### src/hdl/rfc_pkg.sv
`timescale 1ns / 1ps
// ----------------------------------------------------------------------------
// rfc_pkg
// Shared types, constants and the CRC-8 byte update for the reply frame checker.
// ----------------------------------------------------------------------------
package rfc_pkg;

  localparam logic [7:0] SYNC_RESET    = 8'hAA;
  localparam logic [7:0] CRC_POLY_REFL = 8'h8C;   // 0x31 reflected
  localparam logic [7:0] TYPE_STATUS   = 8'h04;

  localparam logic [3:0] LEN_SHORT = 4'd5;
  localparam logic [3:0] LEN_LONG  = 4'd11;
  localparam logic [3:0] LEN_NONE  = 4'd0;

  localparam int unsigned NUM_STATUS = 6;

  // byte position within the frame, also the hunt/collect phase
  localparam logic [3:0] CNT_HUNT        = 4'd0;
  localparam logic [3:0] CNT_BOARD       = 4'd1;
  localparam logic [3:0] CNT_TYPE        = 4'd2;
  localparam logic [3:0] CNT_ARG         = 4'd3;
  localparam logic [3:0] CNT_STATUS0     = 4'd4;
  localparam logic [3:0] CNT_SHORT_CHECK = 4'd4;
  localparam logic [3:0] CNT_LONG_CHECK  = 4'd10;

  typedef enum logic [1:0] {
    RES_GOOD     = 2'd0,
    RES_BAD_TYPE = 2'd1,
    RES_BAD_CRC  = 2'd2
  } rfc_code_t;

  typedef struct packed {
    rfc_code_t                       code;
    logic [7:0]                      board_addr;
    logic [7:0]                      msg_type;
    logic [7:0]                      arg_value;
    logic [NUM_STATUS-1:0][7:0]      status;
    logic [3:0]                      frame_length;
  } rfc_result_t;

  // one byte of reflected CRC-8, eight bit steps unrolled
  function automatic logic [7:0] crc8_update(input logic [7:0] crc, input logic [7:0] b);
    logic [7:0] c;
    c = crc ^ b;
    for (int i = 0; i < 8; i++) begin
      if (c[0]) begin
        c = (c >> 1) ^ CRC_POLY_REFL;
      end else begin
        c = c >> 1;
      end
    end
    return c;
  endfunction

endpackage

### src/hdl/rfc_in_if.sv
`timescale 1ns / 1ps
// ----------------------------------------------------------------------------
// rfc_in_if
// Received byte channel: valid/ready with one serial byte.
// ----------------------------------------------------------------------------
interface rfc_in_if;
  logic       valid;
  logic       ready;
  logic [7:0] rx_byte;

  modport source (output valid, output rx_byte, input ready);
  modport sink   (input valid, input rx_byte, output ready);
endinterface

### src/hdl/rfc_out_if.sv
`timescale 1ns / 1ps
// ----------------------------------------------------------------------------
// rfc_out_if
// Frame result channel: valid/ready with the decoded frame fields.
// ----------------------------------------------------------------------------
interface rfc_out_if;
  logic       valid;
  logic       ready;
  logic [1:0] result_code;
  logic [7:0] board_addr;
  logic [7:0] msg_type;
  logic [7:0] arg_value;
  logic [7:0] status_b0;
  logic [7:0] status_b1;
  logic [7:0] status_b2;
  logic [7:0] status_b3;
  logic [7:0] status_b4;
  logic [7:0] status_b5;
  logic [3:0] frame_length;

  modport source (
    output valid, input ready,
    output result_code, output board_addr, output msg_type, output arg_value,
    output status_b0, output status_b1, output status_b2, output status_b3,
    output status_b4, output status_b5, output frame_length
  );
  modport sink (
    input valid, output ready,
    input result_code, input board_addr, input msg_type, input arg_value,
    input status_b0, input status_b1, input status_b2, input status_b3,
    input status_b4, input status_b5, input frame_length
  );
endinterface

### src/hdl/rfc_deframer.sv
`timescale 1ns / 1ps
// ----------------------------------------------------------------------------
// rfc_deframer
// Frame state and CRC accumulator; consumes one byte per step and flags a
// result on the step that closes or rejects a frame.
// ----------------------------------------------------------------------------
module rfc_deframer (
  input  logic                 clk,
  input  logic                 rst_n,
  input  logic                 step,
  input  logic [7:0]           rx_byte,
  input  logic [7:0]           sync_value,
  output logic                 res_valid,
  output rfc_pkg::rfc_result_t res
);

  logic [3:0] cnt_r,   cnt_nxt;
  logic       long_r,  long_nxt;
  logic [7:0] crc_r,   crc_nxt;
  logic [7:0] board_r, board_nxt;
  logic [7:0] type_r,  type_nxt;
  logic [7:0] arg_r,   arg_nxt;
  logic [7:0] status_r [rfc_pkg::NUM_STATUS];

  logic       stat_we;
  logic [2:0] stat_idx;
  logic [7:0] crc_step;

  // the first byte of a frame always starts from a zero crc
  assign crc_step = rfc_pkg::crc8_update((cnt_r == rfc_pkg::CNT_HUNT) ? 8'h00 : crc_r,
                                         rx_byte);
  assign stat_idx = 3'(cnt_r - rfc_pkg::CNT_STATUS0);

  always_comb begin
    cnt_nxt   = cnt_r;
    long_nxt  = long_r;
    crc_nxt   = crc_r;
    board_nxt = board_r;
    type_nxt  = type_r;
    arg_nxt   = arg_r;
    stat_we   = 1'b0;
    res_valid = 1'b0;
    res       = '0;
    case (cnt_r)
      rfc_pkg::CNT_HUNT: begin
        if (rx_byte == sync_value) begin
          crc_nxt = crc_step;
          cnt_nxt = rfc_pkg::CNT_BOARD;
        end
      end
      rfc_pkg::CNT_BOARD: begin
        board_nxt = rx_byte;
        crc_nxt   = crc_step;
        cnt_nxt   = rfc_pkg::CNT_TYPE;
      end
      rfc_pkg::CNT_TYPE: begin
        type_nxt = rx_byte;
        if (rx_byte inside {8'd0, 8'd1, 8'd2, 8'd3, 8'd5, 8'd6}) begin
          long_nxt = 1'b0;
          crc_nxt  = crc_step;
          cnt_nxt  = rfc_pkg::CNT_ARG;
        end else if (rx_byte == rfc_pkg::TYPE_STATUS) begin
          long_nxt = 1'b1;
          crc_nxt  = crc_step;
          cnt_nxt  = rfc_pkg::CNT_ARG;
        end else begin
          res_valid        = 1'b1;
          res.code         = rfc_pkg::RES_BAD_TYPE;
          res.board_addr   = board_r;
          res.msg_type     = rx_byte;
          res.frame_length = rfc_pkg::LEN_NONE;
          long_nxt         = 1'b0;
          cnt_nxt          = rfc_pkg::CNT_HUNT;
        end
      end
      rfc_pkg::CNT_ARG: begin
        arg_nxt = rx_byte;
        crc_nxt = crc_step;
        cnt_nxt = rfc_pkg::CNT_STATUS0;
      end
      default: begin
        if (long_r && (cnt_r < rfc_pkg::CNT_LONG_CHECK)) begin
          stat_we = 1'b1;
          crc_nxt = crc_step;
          cnt_nxt = cnt_r + 4'd1;
        end else begin
          // check byte
          res_valid      = 1'b1;
          res.code       = (rx_byte == crc_r) ? rfc_pkg::RES_GOOD : rfc_pkg::RES_BAD_CRC;
          res.board_addr = board_r;
          res.msg_type   = type_r;
          res.arg_value  = arg_r;
          for (int i = 0; i < rfc_pkg::NUM_STATUS; i++) begin
            res.status[i] = long_r ? status_r[i] : 8'h00;
          end
          res.frame_length = long_r ? rfc_pkg::LEN_LONG : rfc_pkg::LEN_SHORT;
          long_nxt         = 1'b0;
          cnt_nxt          = rfc_pkg::CNT_HUNT;
        end
      end
    endcase
  end

  always_ff @(posedge clk) begin
    if (!rst_n) begin
      cnt_r   <= rfc_pkg::CNT_HUNT;
      long_r  <= 1'b0;
      crc_r   <= 8'h00;
      board_r <= 8'h00;
      type_r  <= 8'h00;
      arg_r   <= 8'h00;
    end else if (step) begin
      cnt_r   <= cnt_nxt;
      long_r  <= long_nxt;
      crc_r   <= crc_nxt;
      board_r <= board_nxt;
      type_r  <= type_nxt;
      arg_r   <= arg_nxt;
    end
  end

  always_ff @(posedge clk) begin
    if (step && stat_we) begin
      status_r[stat_idx] <= rx_byte;
    end
  end

  a_cnt_range: assert property (@(posedge clk) disable iff (!rst_n)
    cnt_r <= rfc_pkg::CNT_LONG_CHECK)
    else $error("byte count beyond status frame length");

  a_short_no_status: assert property (@(posedge clk) disable iff (!rst_n)
    (!long_r && cnt_r > rfc_pkg::CNT_ARG) |-> cnt_r == rfc_pkg::CNT_SHORT_CHECK)
    else $error("short frame entered status bytes");

  a_result_rehunt: assert property (@(posedge clk) disable iff (!rst_n)
    (step && res_valid) |=> (cnt_r == rfc_pkg::CNT_HUNT && !long_r))
    else $error("no return to hunt after a result");

  a_hunt_no_result: assert property (@(posedge clk) disable iff (!rst_n)
    (cnt_r == rfc_pkg::CNT_HUNT) |-> !res_valid)
    else $error("result raised while hunting");

endmodule

### src/hdl/reply_frame_checker_crc8.sv
`timescale 1ns / 1ps
// ----------------------------------------------------------------------------
// reply_frame_checker_crc8
// Pulls sync-framed reply frames out of a serial byte stream and checks their
// CRC-8 (Dallas/Maxim).
// ----------------------------------------------------------------------------
// Takes one received byte per clock while the output register is free. A byte
// goes into an input register before the frame logic consumes it; any result it
// closes goes straight into the output register, so the check byte (or bad type
// byte) passes the input register and its result the output register. The CRC-8
// update is fully unrolled, so the sustained rate is one byte per clock
// whenever the result side takes its transactions. Results: code 0 good frame,
// 1 unknown message type, 2 CRC mismatch; after any frame the block hunts for
// the next sync byte (cfg register, reset 0xAA).
module reply_frame_checker_crc8 (
  input  logic       clk,
  input  logic       rst_n,
  rfc_in_if.sink     in_if,
  rfc_out_if.source  out_if,
  input  logic       cfg_we,
  input  logic [7:0] cfg_wdata
);

  logic [7:0]           sync_r;
  logic [7:0]           in_byte_r;
  logic                 in_vld_r;
  logic                 out_vld_r;
  rfc_pkg::rfc_result_t res_r;

  logic                 out_free;
  logic                 s1_fire;
  logic                 res_valid;
  rfc_pkg::rfc_result_t res;

  assign out_free    = !out_vld_r || out_if.ready;
  assign s1_fire     = in_vld_r && out_free;
  assign in_if.ready = !in_vld_r || s1_fire;

  always_ff @(posedge clk) begin
    if (!rst_n) begin
      sync_r <= rfc_pkg::SYNC_RESET;
    end else if (cfg_we) begin
      sync_r <= cfg_wdata;
    end
  end

  always_ff @(posedge clk) begin
    if (!rst_n) begin
      in_vld_r <= 1'b0;
    end else if (in_if.valid && in_if.ready) begin
      in_vld_r <= 1'b1;
    end else if (s1_fire) begin
      in_vld_r <= 1'b0;
    end
  end

  always_ff @(posedge clk) begin
    if (in_if.valid && in_if.ready) begin
      in_byte_r <= in_if.rx_byte;
    end
  end

  rfc_deframer u_deframer (
    .clk        (clk),
    .rst_n      (rst_n),
    .step       (s1_fire),
    .rx_byte    (in_byte_r),
    .sync_value (sync_r),
    .res_valid  (res_valid),
    .res        (res)
  );

  always_ff @(posedge clk) begin
    if (!rst_n) begin
      out_vld_r <= 1'b0;
    end else if (s1_fire && res_valid) begin
      out_vld_r <= 1'b1;
    end else if (out_if.ready) begin
      out_vld_r <= 1'b0;
    end
  end

  always_ff @(posedge clk) begin
    if (s1_fire && res_valid) begin
      res_r <= res;
    end
  end

  assign out_if.valid        = out_vld_r;
  assign out_if.result_code  = res_r.code;
  assign out_if.board_addr   = res_r.board_addr;
  assign out_if.msg_type     = res_r.msg_type;
  assign out_if.arg_value    = res_r.arg_value;
  assign out_if.status_b0    = res_r.status[0];
  assign out_if.status_b1    = res_r.status[1];
  assign out_if.status_b2    = res_r.status[2];
  assign out_if.status_b3    = res_r.status[3];
  assign out_if.status_b4    = res_r.status[4];
  assign out_if.status_b5    = res_r.status[5];
  assign out_if.frame_length = res_r.frame_length;

endmodule
### src/flat_wrapper.sv
// flat-port wrapper written by rule: the top's interface ports become plain ports
module reply_frame_checker_crc8_flat 
  (clk, rst_n, cfg_we, cfg_wdata, in_if_valid, in_if_rx_byte, in_if_ready, out_if_valid, out_if_ready, out_if_result_code, out_if_board_addr, out_if_msg_type, out_if_arg_value, out_if_status_b0, out_if_status_b1, out_if_status_b2, out_if_status_b3, out_if_status_b4, out_if_status_b5, out_if_frame_length);
  rfc_in_if in_if_i ();
  rfc_out_if out_if_i ();
  input  logic clk;
  input  logic rst_n;
  input  logic cfg_we;
  input  logic [7:0] cfg_wdata;
  input wire logic [$bits(in_if_i.valid)-1:0] in_if_valid;
  input wire logic [$bits(in_if_i.rx_byte)-1:0] in_if_rx_byte;
  output wire logic [$bits(in_if_i.ready)-1:0] in_if_ready;
  output wire logic [$bits(out_if_i.valid)-1:0] out_if_valid;
  input wire logic [$bits(out_if_i.ready)-1:0] out_if_ready;
  output wire logic [$bits(out_if_i.result_code)-1:0] out_if_result_code;
  output wire logic [$bits(out_if_i.board_addr)-1:0] out_if_board_addr;
  output wire logic [$bits(out_if_i.msg_type)-1:0] out_if_msg_type;
  output wire logic [$bits(out_if_i.arg_value)-1:0] out_if_arg_value;
  output wire logic [$bits(out_if_i.status_b0)-1:0] out_if_status_b0;
  output wire logic [$bits(out_if_i.status_b1)-1:0] out_if_status_b1;
  output wire logic [$bits(out_if_i.status_b2)-1:0] out_if_status_b2;
  output wire logic [$bits(out_if_i.status_b3)-1:0] out_if_status_b3;
  output wire logic [$bits(out_if_i.status_b4)-1:0] out_if_status_b4;
  output wire logic [$bits(out_if_i.status_b5)-1:0] out_if_status_b5;
  output wire logic [$bits(out_if_i.frame_length)-1:0] out_if_frame_length;
  assign in_if_i.valid = in_if_valid;
  assign in_if_i.rx_byte = in_if_rx_byte;
  assign in_if_ready = in_if_i.ready;
  assign out_if_valid = out_if_i.valid;
  assign out_if_i.ready = out_if_ready;
  assign out_if_result_code = out_if_i.result_code;
  assign out_if_board_addr = out_if_i.board_addr;
  assign out_if_msg_type = out_if_i.msg_type;
  assign out_if_arg_value = out_if_i.arg_value;
  assign out_if_status_b0 = out_if_i.status_b0;
  assign out_if_status_b1 = out_if_i.status_b1;
  assign out_if_status_b2 = out_if_i.status_b2;
  assign out_if_status_b3 = out_if_i.status_b3;
  assign out_if_status_b4 = out_if_i.status_b4;
  assign out_if_status_b5 = out_if_i.status_b5;
  assign out_if_frame_length = out_if_i.frame_length;
  reply_frame_checker_crc8 u_core (.clk(clk), .rst_n(rst_n), .in_if(in_if_i), .out_if(out_if_i), .cfg_we(cfg_we), .cfg_wdata(cfg_wdata));
endmodule
### config.mk
export PLATFORM = sky130hd
export DESIGN_NAME = reply_frame_checker_crc8_flat
export DESIGN_NICKNAME = d
export VERILOG_FILES = /design/src/hdl/rfc_pkg.sv /design/src/hdl/rfc_in_if.sv /design/src/hdl/rfc_out_if.sv /design/src/hdl/rfc_deframer.sv /design/src/hdl/reply_frame_checker_crc8.sv /design/src/flat_wrapper.sv
export SDC_FILE = /design/constraint.sdc
export NUM_CORES = 1
export LEC_CHECK = 0
export CORE_MARGIN = 2
export CORE_UTILIZATION = 35
export CTS_BUF_LIST = sky130_fd_sc_hd__clkbuf_8
export DETAILED_ROUTE_END_ITERATION = 10
export DONT_BUFFER_PORTS = 1
export GPL_TIMING_DRIVEN = 0
export PLACE_DENSITY = 0.51
export SLEW_MARGIN = 20
export SYNTH_ARGS = -nofsm -noshare
export SYNTH_HDL_FRONTEND = slang
export SYNTH_SLANG_ARGS = --single-unit
### constraint.sdc
create_clock -name clk -period 8.3 [get_ports clk]
set_clock_uncertainty 0.1 [all_clocks]
set_input_delay 1.66 -clock clk [delete_from_list [all_inputs] [get_ports clk]]
set_output_delay 1.66 -clock clk [all_outputs]
set_load 0.005 [all_outputs]
; Word level (Yosys, flattened, before mapping)
; Memory sizes are Yosys's and may differ from the RTL's.
; Cells that the tools add are included.
[word_totals]
register_bits = 133
mem_bits_rw = 48
in_bits = 21
output_inout_bits = 80
wordCells = 123
n_memories = 1
[memory_table]
columns = name, depth, width, rd, rd_ports_with_merged_regs, write_ports, line_no
row1 = u_core.u_deframer.status_r, 6, 8, 6, 0, 1, rfc_deframer.sv:23  ; logic [7:0] status_r [rfc_pkg::NUM_STATUS];
[op_classes]
addsub = 2
order_cmp = 1
eq_ne = 14
mux = 47
n_bitwise = 11
n_reduce_logical = 26
[ops]
columns = op, n
row1 = $mux W8, 19
row2 = $mux W78, 1
row3 = $pmux W18 S2, 1
row4 = $mux W17, 2
row5 = $eq A8 B3 Y1 const B, 3
row6 = $not A2 Y3, 8
row7 = $pmux W8 S3, 1
row8 = $eq A8 B2 Y1 const B, 2
row9 = $eq A8 B8 Y1, 2
row10 = $pmux W4 S4, 1
row11 = $mux W1, 14
row12 = $mux W4, 3
row13 = $eq A4 B2 Y1 const B, 2
row14 = $eq A8 B1 Y1 const B, 1
row15 = $logic_not A8 Y1, 1
row16 = $reduce_and A2 Y1, 4
row17 = $xor A8 B8 Y8, 1
row18 = $mux W2, 3
row19 = $reduce_bool A6 Y1, 1
row20 = $reduce_or A6 Y1, 1
row21 = $logic_and A1 B1 Y1, 5
row22 = $reduce_or A5 Y1, 1
row23 = $add A4 B1 Y4 const B, 1
row24 = $eq A4 B1 Y1 const B, 1
row25 = other kinds (16), 22

; Logic depth before layout (Yosys ltp)
; Gate-level depths: netlist of the first run.
[depth]
word_depth = 22
depth_mapped = 8
ltp_nobuf = 7

; By module
; Synthesis of the first run repeated with hierarchy kept, for this count alone.
[hier_totals]
cells_unflattened = 533
area_unflattened_um2 = 7220.7
[modules_own_cells]
columns = mod, n_inst, cells_each, area_per_inst_um2, seq_area_each_um2
row1 = rfc_deframer, 1, 408, 4241.6, 2182.1
row2 = reply_frame_checker_crc8, 1, 125, 2979.1, 2782.7

; Worst setup path before layout of the first run
; OpenSTA, ideal clock, no wires.
[synth_path]
kind = in2reg
startpoint = input out_if_ready
endpoint = register u_core.res_r, in the netlist u_core.out_if.arg_value[0], enable pin
setup_ns = 0.513
arrival_ns = 5.211
t_required_ns = 7.687
path_slack_ns = 2.476
stages = 3
n_path_buf = 0
path_cell_list = nand2b_1 -> nand2_1 -> nor2_1
[synth_via]
elab_chain_cells = 3
[synth_rtl]
columns = item, line_no
row1 = "start, declared", flat_wrapper.sv:14  ; input wire logic [$bits(out_if_i.ready)-1:0] out_if_ready;
row2 = $logic_or A1 B1 Y1, reply_frame_checker_crc8.sv:35  ; assign out_free = !out_vld_r || out_if.ready;
row3 = $logic_and A1 B1 Y1, reply_frame_checker_crc8.sv:36  ; assign s1_fire = in_vld_r && out_free;
row4 = $logic_and A1 B1 Y1, reply_frame_checker_crc8.sv:84  ; if (s1_fire && res_valid) begin
row5 = "end signal, assigned", reply_frame_checker_crc8.sv:85  ; res_r <= res;
row6 = "end, declared", reply_frame_checker_crc8.sv:28  ; rfc_pkg::rfc_result_t res_r;
; No other way between the ends.
; A chain may end at the register's enable or synchronous reset.

; Worst setup path in the final report of the first run
[layout_path]
startpoint = register u_core.u_deframer.cnt_r[0]
endpoint = register u_core.res_r, in the netlist u_core.out_if.status_b3[1], enable pin
[layout_via]
elab_chain_cells = 5
word_cells_on_any_way = 10
classes_between = order compare: 1 / eq/ne: 3 / mux: 2 / reduce/logical: 4
[layout_rtl]
columns = item, line_no
row1 = "start, declared", rfc_deframer.sv:17  ; logic [3:0] cnt_r, cnt_nxt;
row2 = "start signal, assigned", rfc_deframer.sv:106  ; cnt_r <= rfc_pkg::CNT_HUNT;
row3 = "start signal, assigned", rfc_deframer.sv:113  ; cnt_r <= cnt_nxt;
row4 = $lt A4 B4 Y1, rfc_deframer.sv:82  ; if (long_r && (cnt_r < rfc_pkg::CNT_LONG_CHECK)) begin
row5 = $logic_and A1 B1 Y1, rfc_deframer.sv:82
row6 = $mux W1, rfc_deframer.sv:82
row7 = $pmux W1 S2 (*), rfc_deframer.sv:44  ; case (cnt_r)
row8 = $logic_and A1 B1 Y1 (*), reply_frame_checker_crc8.sv:84
; Mark *: on every way between the ends. The rest lies on a longest branch, timed or not.

==> summary.md, run 1 <==
| Metric | Value |
|---|---|
| Outcome | finished clean |
| DRC violations left | 0 |
| Synthesized net count | approximately 530 |
| CP max FO | 30 |
| Core ar. | 20200 um^2 |
| CP most frequent cell | buf_16 |
| Layout Nets | 551 |
| Synth cell types | 51 |
| IO Port Bufs | 0 |
| Power per cell area | just over 200 nW/um^2 |
| Clock transition at path regs | 0.09 ns |
| Largest net degree at the start of global routing | 31 |
| Ports | 101 |
| HPWL after detailed placement | 10300 um |
| Total design power | 1.63 mW |
| Post-synthesis sequential area ratio | 69.0% |
| CP max stage delay | 0.58 ns |
| Gr ovfl total | 0 |
| R2R depth | 10 |
| Post-synth EDFFs | 133 |
| First-pass GRT wire length | roughly 23000 um |
| Max-slew headroom | 48.1% |
| Worst vdd ir | 114 uV |
| Arrival time worst endpoint | 4.05 ns |
| Synth Register Bits | 180 |
| CTS Buf Count | 17 |
| Delay-heaviest family, CP | simple AND/OR/NAND/NOR gates |
| Most flops, register | u_core.u_deframer.status_r |
| Worst hold path type | reg -> reg |
| Die area | 21600 um^2 |
| Reg2Reg Launch Point | u_core.u_deframer.cnt_r[0] |
| Worst path slowest cell | or4_1 |
| Setup repair bufs after CTS | 0 |
| GRT Overall Usage | between 10% and 20% |
| Total wire length | 15200 um |
| Drt first-iter violations | between 150 and 200 |
| Total of max-cap violations | 0 |
| Vias in the first global route | 3899 |
| FF/Latch Area | 4930 um^2 |
| Ys Warns | 0 |
| CTS tree | done |
| Resize count post-CTS | 0 |
| Synth async-reset ratio | 0% |
| Mapped Avg Cell Area | 14.2 um^2 |
| Element type at the critical path end | flop |
| CP cell instances | inv_1, ha_1, or4_1, a2bb2oi_1, clkbuf_1, nor2_1, nor2_4, buf_16, buf_16, buf_12 |
| Setup violators final | 0 |
| Setup TNS | 0 ns |
| Multi-input logic area | between 2000 and 2500 um^2 |
| Post-CTS Hold Buffers | 0 |
| Critical Path Start | u_core.u_deframer.cnt_r[0] |
| Hold depth | 2 |
| Number of diodes | 0 |
| RSZ-0062 raised after global routing | no |
| CP startpoint kind | flop |
| Die height | roughly 150 um |
| Clk root buf | clkbuf_8 |
| Top_reg_cell synth | edfxtp_1 |
| FMAX | around 250 MHz |
| Via Count | 3936 |
| Fin crit period | 3.99 ns |
| Max Root-Sink Buffers | 2 |
| Layout cell share with drive strength beyond 1 | 10.8% |
| Initial Util | 35.4% |
| Post-DP Area | between 7000 and 8000 um^2 |
| Fin. Hold Viols | 0 |
| Levels on crit path | 10 |
| Hold path start | u_core.u_deframer.board_r[0] |
| Buf/Inv on CP | 5 |
| Post-route cell area | 7990 um^2 |
| Final worst path period share | approximately half |
| Post-route ant nets | 0 |
| Max reg flops | 48 |
| Mapped cell area | about 7100 um^2 |
| Vias/cell | between 4 and 5 |
| WP data required | 8.36 ns |
| CP Class | reg -> reg |
| Gpl congestion | 0.868 |
| Leak | 3.23 nW |
| Worst Tran Pin Value | between 0.7 and 0.8 ns |
| Row count | 52 |
| WL/cell | about 19 um |
| Synth Instances | 504 |
| Die span in x | 147 um |
| Max-slew violations | 0 |
| # fillers | 1930 |
| Router iterations before antenna repair | 5 |
| Worst-Skew Late Latency | 0.46 ns |
| Initial antenna violation count | 0 |
| Area delta synth->final | 11.7% |
| CTS H-tree lvls | 4 |
| Clock tree sinks | 180 |
[synthesized netlist by cell type (all sizes together), types with 7 or more instances]
cell type,number,area share (%)
edfxtp,133,56
and3,50,4.4
dfxtp,47,13
nor2,42,2.2
mux2i,32,4.5
clkbuf,25,1.3
and2,22,2.1
xor2,21,2.6
nand2,17,0.89
xnor2,15,1.8
buf,9,0.89
a22o,8,1.0
a21oi,7,0.49
[through the flow]
stage | worst slack [ns] | utilization [%] | hold slack (ns) | instances
after detailed placement | 4.28 | 37.5 | 0.378 | 777
after global placement | 0.618 | 37.1 | 0.370 | 774
after floorplan | 2.48 | - | 0.355 | 504
after CTS | 4.37 | 39.5 | 0.400 | 809
after global routing | 4.05 | 39.6 | 0.436 | 809
final | 4.31 | 39.6 | 0.390 | 809
[cell usage in the layout, fill, tap and decap left out, drive strengths merged, types with 3 or more instances in the layout]
| cell | instances |
|---|---|
| nor3b | 3 |
| a211oi | 5 |
| mux2i | 32 |
| edfxtp | 133 |
| xnor3 | 3 |
| clkbuf | 43 |
| a21oi | 7 |
| nor2 | 42 |
| nand2 | 17 |
| clkinv | 4 |
| and2 | 22 |
| o21ai | 4 |
| and3 | 50 |
| ha | 4 |
| xor2 | 21 |
| nand3 | 4 |
| xnor2 | 15 |
| nor3 | 6 |
| inv | 14 |
| dfxtp | 47 |
| a22o | 8 |
| o22ai | 4 |
| a31oi | 4 |
| xor3 | 3 |
| nor4 | 4 |
| buf | 12 |
[where the power goes]
part | total [mW] | internal [mW] | leakage, nW | switching [mW]
registers | 0.972 | 0.962 | 1.78 | 0.00965
logic | 0.0559 | 0.0251 | 1.24 | 0.0308
clock network | 0.598 | 0.280 | 0.213 | 0.318
[worst register-to-register path: cells and delay by family (launching register included)]
kind / cells / cell delay [ns]
AOI/OAI and AO/OA: 1 / 0.20
adders and majority gates: 1 / 0.26
DFF: 1 / 0.52
and+or+nand+nor: 3 / 1.35
buffers and inverters: 5 / 1.26
[cells by family (layout without fill, tap and decap cells)]
kind of cell | Yosys count | in the layout | share of synthesized area [%]
compound gates | 45 | 45 | 4.52
xor+xnor | 42 | 42 | 6.35
fa+ha+maj | 4 | 4 | 0.700
buf+inv | 40 | 75 | 2.52
flops | 180 | 180 | 69.0
mux | 32 | 32 | 4.48
simple gates | 161 | 161 | 12.4
[final timing paths]
kind | endpoint | slack, ns
max reg2reg | u_core.out_if.status_b3[1] | 4.31
min reg2reg | u_core.u_deframer.board_r[0] | 0.39
max | u_core.out_if.status_b3[1] | 4.31
min | u_core.u_deframer.board_r[0] | 0.39
[layout make-up]
cell class	count	area share [%]
multi-input combinational	284	25.8
inverter	6	0.282
sequential	180	61.8
tap	270	4.23
timing repair buffer	3	0.940
clock buffer	18	3.10
buffer	34	1.97
clock inverter	14	1.88
[layer usage]
metal	GRT usage, %	wire, um
met5	0	0
met4	4.52	185
met3	3.60	753
met1	18.6	6880
met2	23.7	7420
Note: power is estimated with default switching activity, not from simulation.
==> run 2, diff against run 1 <==
Settings changed: PLACE_DENSITY 0.51 to 0.53.
Clock period 8.3 ns to 3.4 ns, I/O delays scaled along.
==> run 2 against run 1 <==
  * Via count down 0.28%
  * Total power grew 150%
  * Register-to-register slack got worse by 4.3 ns
  * Largest power group unchanged
  * Critical endpoint is now u_core.u_deframer.status_r[0][0]
  * First-iteration DRC count grew 26%
  * Design area grew 0.42%
  * Sequential share of layout area shrank 0.24 points
  * Utilization up 0.17 points
  * Maximum frequency increased by 19%
  * Clock power increased by 150%
  * Critical path depth decreased by 4
  * Die area unchanged
==> summary.md, run 2 (synthesis gave the netlist of run 1 again) <==
| Metric | Value |
|---|---|
| DRC violations left | 0 |
| Number of diodes | 0 |
| Outcome | finished clean |
| Busiest metal layer after global routing | met2 |
| Die area | 21600 um^2 |
| WL/cell | 18.8 um |
| Initial antenna violation count | 0 |
| Final worst path period share | 98.7% |
| Clock network power share | 37.2% |
| Ports | between 100 and 150 |
| Layout cell share with drive strength beyond 1 | 11.3% |
| CP startpoint kind | flop |
| Worst hold path type | in -> reg |
| Clock transition at path regs | 0.10 ns |
| Most common cell after layout, fill and taps aside | edfxtp_1 |
| Post-route ant nets | 0 |
| Final cell count without fillers | 810 |
| Max reg flops | 48 |
| Row count | 52 |
| Leak | 3.24 nW |
| CP max stage delay | 0.61 ns |
| Met2 global-route usage | roughly a quarter |
| Met3 Track Usage GR | 3.60% |
| Int Power | 3.09 mW |
| Worst Tran Pin Value | approximately 0.77 ns |
| Power per cell area | between 400 and 500 nW/um^2 |
| CTS Buf Count | 17 |
| Fin crit period | 3.36 ns |
| Area delta synth->final | 12.2% |
| Met1 Use GR | a little under a fifth |
| # fillers | 1943 |
| Drt first-iter violations | 246 |
| CP cell instances | inv_1, ha_1, or4_1, a211o_1, or3_1, nor3b_2 |
| Vias in the first global route | 3988 |
| CP max FO | 8 |
| Reg power frac | roughly three fifths |
| WP data required | approximately 3.4 ns |
| Final hold slack | 0.217 ns |
| FMAX | 298 MHz |
| GRT Overall Usage | between 10% and 20% |
| Initial Util | ~35% |
| Worst vdd ir | between 200 and 250 uV |
| Gr ovfl total | 0 |
| Die span in x | 147 um |
| Worst Setup Slack, final | ~0.045 ns |
| NetSw | 903 uW |
| Clk root buf | clkbuf_8 |
| CTS tree | done |
| Max-slew headroom | 48.3% |
| Largest net degree at the start of global routing | 30 |
| HPWL after detailed placement | about 10000 um |
| Worst path slowest cell | nor3b_2 |
| Element type at the critical path end | flop |
| Die height | 147 um |
| Cells after DPL | roughly 800 |
| First-pass GRT wire length | 23300 um |
| RSZ-0062 raised after global routing | yes |
| Switch share | 22.6% |
| Core ar. | 20200 um^2 |
| FF/Latch Area | 4940 um^2 |
| Total of max-cap violations | 0 |
| Arrival time worst endpoint | between 3 and 4 ns |
| Via Count | 3925 |
| Fin. Hold Viols | 0 |
| Worst-Skew Late Latency | 0.46 ns |
| CTS H-tree lvls | 4 |
| Gpl congestion | 0.814 |
| IO Port Bufs | 0 |
| Logic gate share of total power | under 10% |
| CP Class | reg -> reg |
| Total wire length | ~15000 um |
| Most frequent cells in the layout | edfxtp_1 (133), and3_1 (50), dfxtp_1 (46) |
| Setup violators final | 0 |
| Router iterations before antenna repair | 4 |
| Max-slew violations | 0 |
| Max Root-Sink Buffers | 2 |
| Multi-input logic area | 2060 um^2 |
| Clock tree sinks | 180 |
| Dpl ws | -0.292 ns |
| Layout Nets | approximately 550 |
| Vias/cell | 4.85 |
| Most flops, register | u_core.u_deframer.status_r |
==> run 2: changes by cell type in the layout (fill, tap and decap cells not counted), sizes merged <==
cell,delta
buf,+1
clkbuf,-1
clkinv,-1
clkinvlp,+1
inv,+1
==> run 2: power groups by stage <==
stage          registers [mW]  logic, mW  clock network (mW)
2_1_floorplan            2.41      0.107                   0
3_3_place_gp             2.42      0.134                   0
3_5_place_dp             2.42      0.137                   0
4_1_cts                  2.37      0.137                1.52
5_1_grt                  2.37      0.148                1.61
6_report                 2.37      0.137                1.48
==> run 2: per-stage QoR <==
| step | TNS (ns) | area [um^2] | power (mW) | utilization [%] |
|---|---|---|---|---|
| CTS | 0 | 8010 | 4.03 | 39.7 |
| detailed placement | -4.80 | 7590 | 2.56 | 37.6 |
| global placement | -63.31 | 7500 | 2.56 | 37.2 |
| floorplan | 0 | 7160 | 2.52 | - |
| finish | 0 | 8020 | 3.99 | 39.8 |
| global route | -1.54 | 8020 | 4.14 | 39.8 |
==> run 2: final timing paths <==
check	startpoint	to	slack [ns]	cells past startpoint
worst max-delay path	u_core.u_deframer.cnt_r[1]	u_core.u_deframer.status_r[0][0]	0.04	6
worst min-delay path	in_if_rx_byte[7]	u_core.in_byte_r[7]	0.22	0
worst max register to register	u_core.u_deframer.cnt_r[1]	u_core.u_deframer.status_r[0][0]	0.04	6
worst min register to register	u_core.u_deframer.board_r[7]	u_core.u_deframer.board_r[7]	0.40	2
==> run 2: timing repair <==
action / in CTS / in global routing
setup endpoints to repair: 45 / 54
hold buffers: 0 / 0
gates resized for setup: 3 / 0
pin swaps: 0 / 1
gates cloned: 0 / 0
buffers inserted: 0 / 1
==> run 2: cell type report <==
class	count	share of cell area [%]
sequential	180	61.5
multi-input combinational	284	25.7
tap	270	4.21
clock buffer	17	2.92
clock inverter	15	2.18
buffer	34	2.01
timing repair buffer	4	1.12
inverter	6	0.281
==> run 2: per-layer routing <==
metal | share of wire [%] | routed length (um)
met1 | 47 | 7150
met2 | 47 | 7210
met3 | 3.8 | 585
met4 | 1.7 | 251
met5 | 0 | 0
==> run 2: critical path, delay by kind of cell, from the launching register on <==
kind	cells	cell delay (ns)
compound gates	1	0.44
flops	1	0.47
buf+inv	1	0.12
fa+ha+maj	1	0.23
simple gates	3	1.63
==> run 3, diff against run 2 <==
Settings changed: CORE_UTILIZATION 35 to 61, PLACE_DENSITY 0.53 to 0.79.
Clock period 3.4 ns to 3.9 ns, I/O delays scaled along.
==> run 3 against run 2 <==
  * Cell count fell by 16%
  * Critical path depth rose by 2
  * Wire length fell by 7.6%
==> summary.md, run 3 (synthesis gave the netlist of run 1 again) <==
| Metric | Value |
|---|---|
| Max-slew violations | 0 |
| Layout Nets | 551 |
| WP data required | between 3 and 4 ns |
| Fin. Hold Viols | 0 |
| Max Root-Sink Buffers | 2 |
| Fin crit period | 3.68 ns |
| Total wire length | 14000 um |
| Most common cell after layout, fill and taps aside | edfxtp_1 |
| CP Class | reg -> reg |
| Total design power | 3.59 mW |
| CP max FO | 23 |
| Max-slew headroom | 48.9% |
| Arrival time worst endpoint | 3.73 ns |
| Setup TNS | 0 ns |
| Initial antenna violation count | 0 |
| Clock transition at path regs | 0.10 ns |
| Post-route ant nets | 0 |
| Number of diodes | 0 |
| Leak | 3.26 nW |
| Reg-to-Reg End | u_core.out_if.status_b0[3] |
| CTS tree | done |
| Area delta synth->final | 10.6% |
| Worst Tran Pin Value | 0.762 ns |
| Final core occ | 69.2% |
| RSZ-0062 raised after global routing | no |
| Critical Path Start | u_core.u_deframer.cnt_r[0] |
| CP startpoint kind | flop |
| Final worst path period share | 94.2% |
| Reg2reg setup slack | 0.22 ns |
| Gpl congestion | 0.875 |
| Worst setup path endpoint | u_core.out_if.status_b0[3] |
| IO Port Bufs | 0 |
| Gr ovfl total | 0 |
| Vias in the first global route | 3962 |
| Max reg flops | 48 |
| Clk root buf | clkbuf_8 |
| Power per cell area | 455 nW/um^2 |
| Setup violators final | 0 |
| Core ar. | 11400 um^2 |
| Ports | 101 |
| HPWL after detailed placement | 9570 um |
| Dpl ws | around 0.085 ns |
| CTS H-tree lvls | 4 |
| Resize count post-CTS | 0 |
| Drt first-iter violations | 423 |
| Worst-Skew Late Latency | roughly 0.45 ns |
| Die span in x | around 110 um |
| WL/cell | 20.6 um |
| Die area | between 10000 and 15000 um^2 |
| Router iterations before antenna repair | 5 |
| Worst hold path type | in -> reg |
| Worst Setup Slack, final | 0.225 ns |
| Die height | 112 um |
| Post-CTS Hold Buffers | 0 |
| Reg2Reg Launch Point | u_core.u_deframer.cnt_r[0] |
| GRT Overall Usage | a little under a quarter |
| CTS Buf Count | 17 |
| Element type at the critical path end | flop |
| Setup repair bufs after CTS | 0 |
| DRC violations left | 0 |
| First-pass GRT wire length | ~22000 um |
| Most flops, register | u_core.u_deframer.status_r |
| Clock tree sinks | 180 |
| Largest net degree at the start of global routing | 27 |
| Vias/cell | between 6 and 7 |
| Layout cell share with drive strength beyond 1 | 11.1% |
| Outcome | finished clean |
| FMAX | 272 MHz |
| Initial Util | 62.6% |
| Via Count | 4120 |
| R2R depth | 8 |
| Most frequent cells in the layout | edfxtp_1 (133), and3_1 (50), dfxtp_1 (47) |
| Row count | 39 |
| Total of max-cap violations | 0 |
| Worst vdd ir | 312 uV |
## run 3: where the power goes
group	internal, mW	leakage (nW)	switching [mW]
Combinational	0.0535	1.24	0.0650
Clock	0.680	0.235	0.729
Sequential	2.05	1.78	0.0167
Total	2.78	3.26	0.811
## run 3: per-layer routing
layer  track usage (%)  vias to the layer above  wire length, um
li1                  -                     1880                -
met2              38.2                      185             7140
met1              30.4                     2029             5640
met3              5.83                       26              950
met5                 0                        -                0
met4              7.89                        0              301
## run 3: metrics by stage
step / std cells / hold WS, ns / instance area, um^2
finish: 682 / 0.321 / 7900
global route: 682 / 0.282 / 7900
CTS: 682 / 0.301 / 7890
detailed placement: 650 / 0.377 / 7430
global placement: 647 / 0.369 / 7330
floorplan: 504 / 0.355 / 7160
## run 3: layout make-up
cell class | instances | area [um^2]
Sequential cell | 180 | 4930
Buffer | 34 | 158
Fill cell | 776 | 3510
Tap cell | 143 | 179
Clock buffer | 17 | 234
Timing Repair Buffer | 3 | 82.6
Multi-Input combinational cell | 284 | 2060
Inverter | 6 | 22.5
Clock inverter | 15 | 233
## run 3: how the worst min path moves through the flow
stage | from | cells after the start | slack (ns) | endpoint
2_1_floorplan | u_core.u_deframer.board_r[3] | 2 | 0.36 | u_core.u_deframer.board_r[3]
5_1_grt | in_if_rx_byte[1] | 0 | 0.28 | u_core.in_byte_r[1]
3_5_place_dp | u_core.u_deframer.arg_r[4] | 2 | 0.38 | u_core.u_deframer.arg_r[4]
6_report | in_if_rx_byte[5] | 0 | 0.32 | u_core.in_byte_r[5]
3_3_place_gp | u_core.u_deframer.board_r[3] | 2 | 0.37 | u_core.u_deframer.board_r[3]
4_1_cts | in_if_rx_byte[0] | 0 | 0.30 | u_core.in_byte_r[0]
## run 3: critical path, stage by stage (launching register included)
cell,delay (ns)
dfxtp_1,0.54
inv_1,0.19
ha_1,0.29
or4_1,0.58
a2bb2oi_1,0.24
clkbuf_1,0.40
nor2_1,0.27
nor2_4,0.53
buf_16,0.24
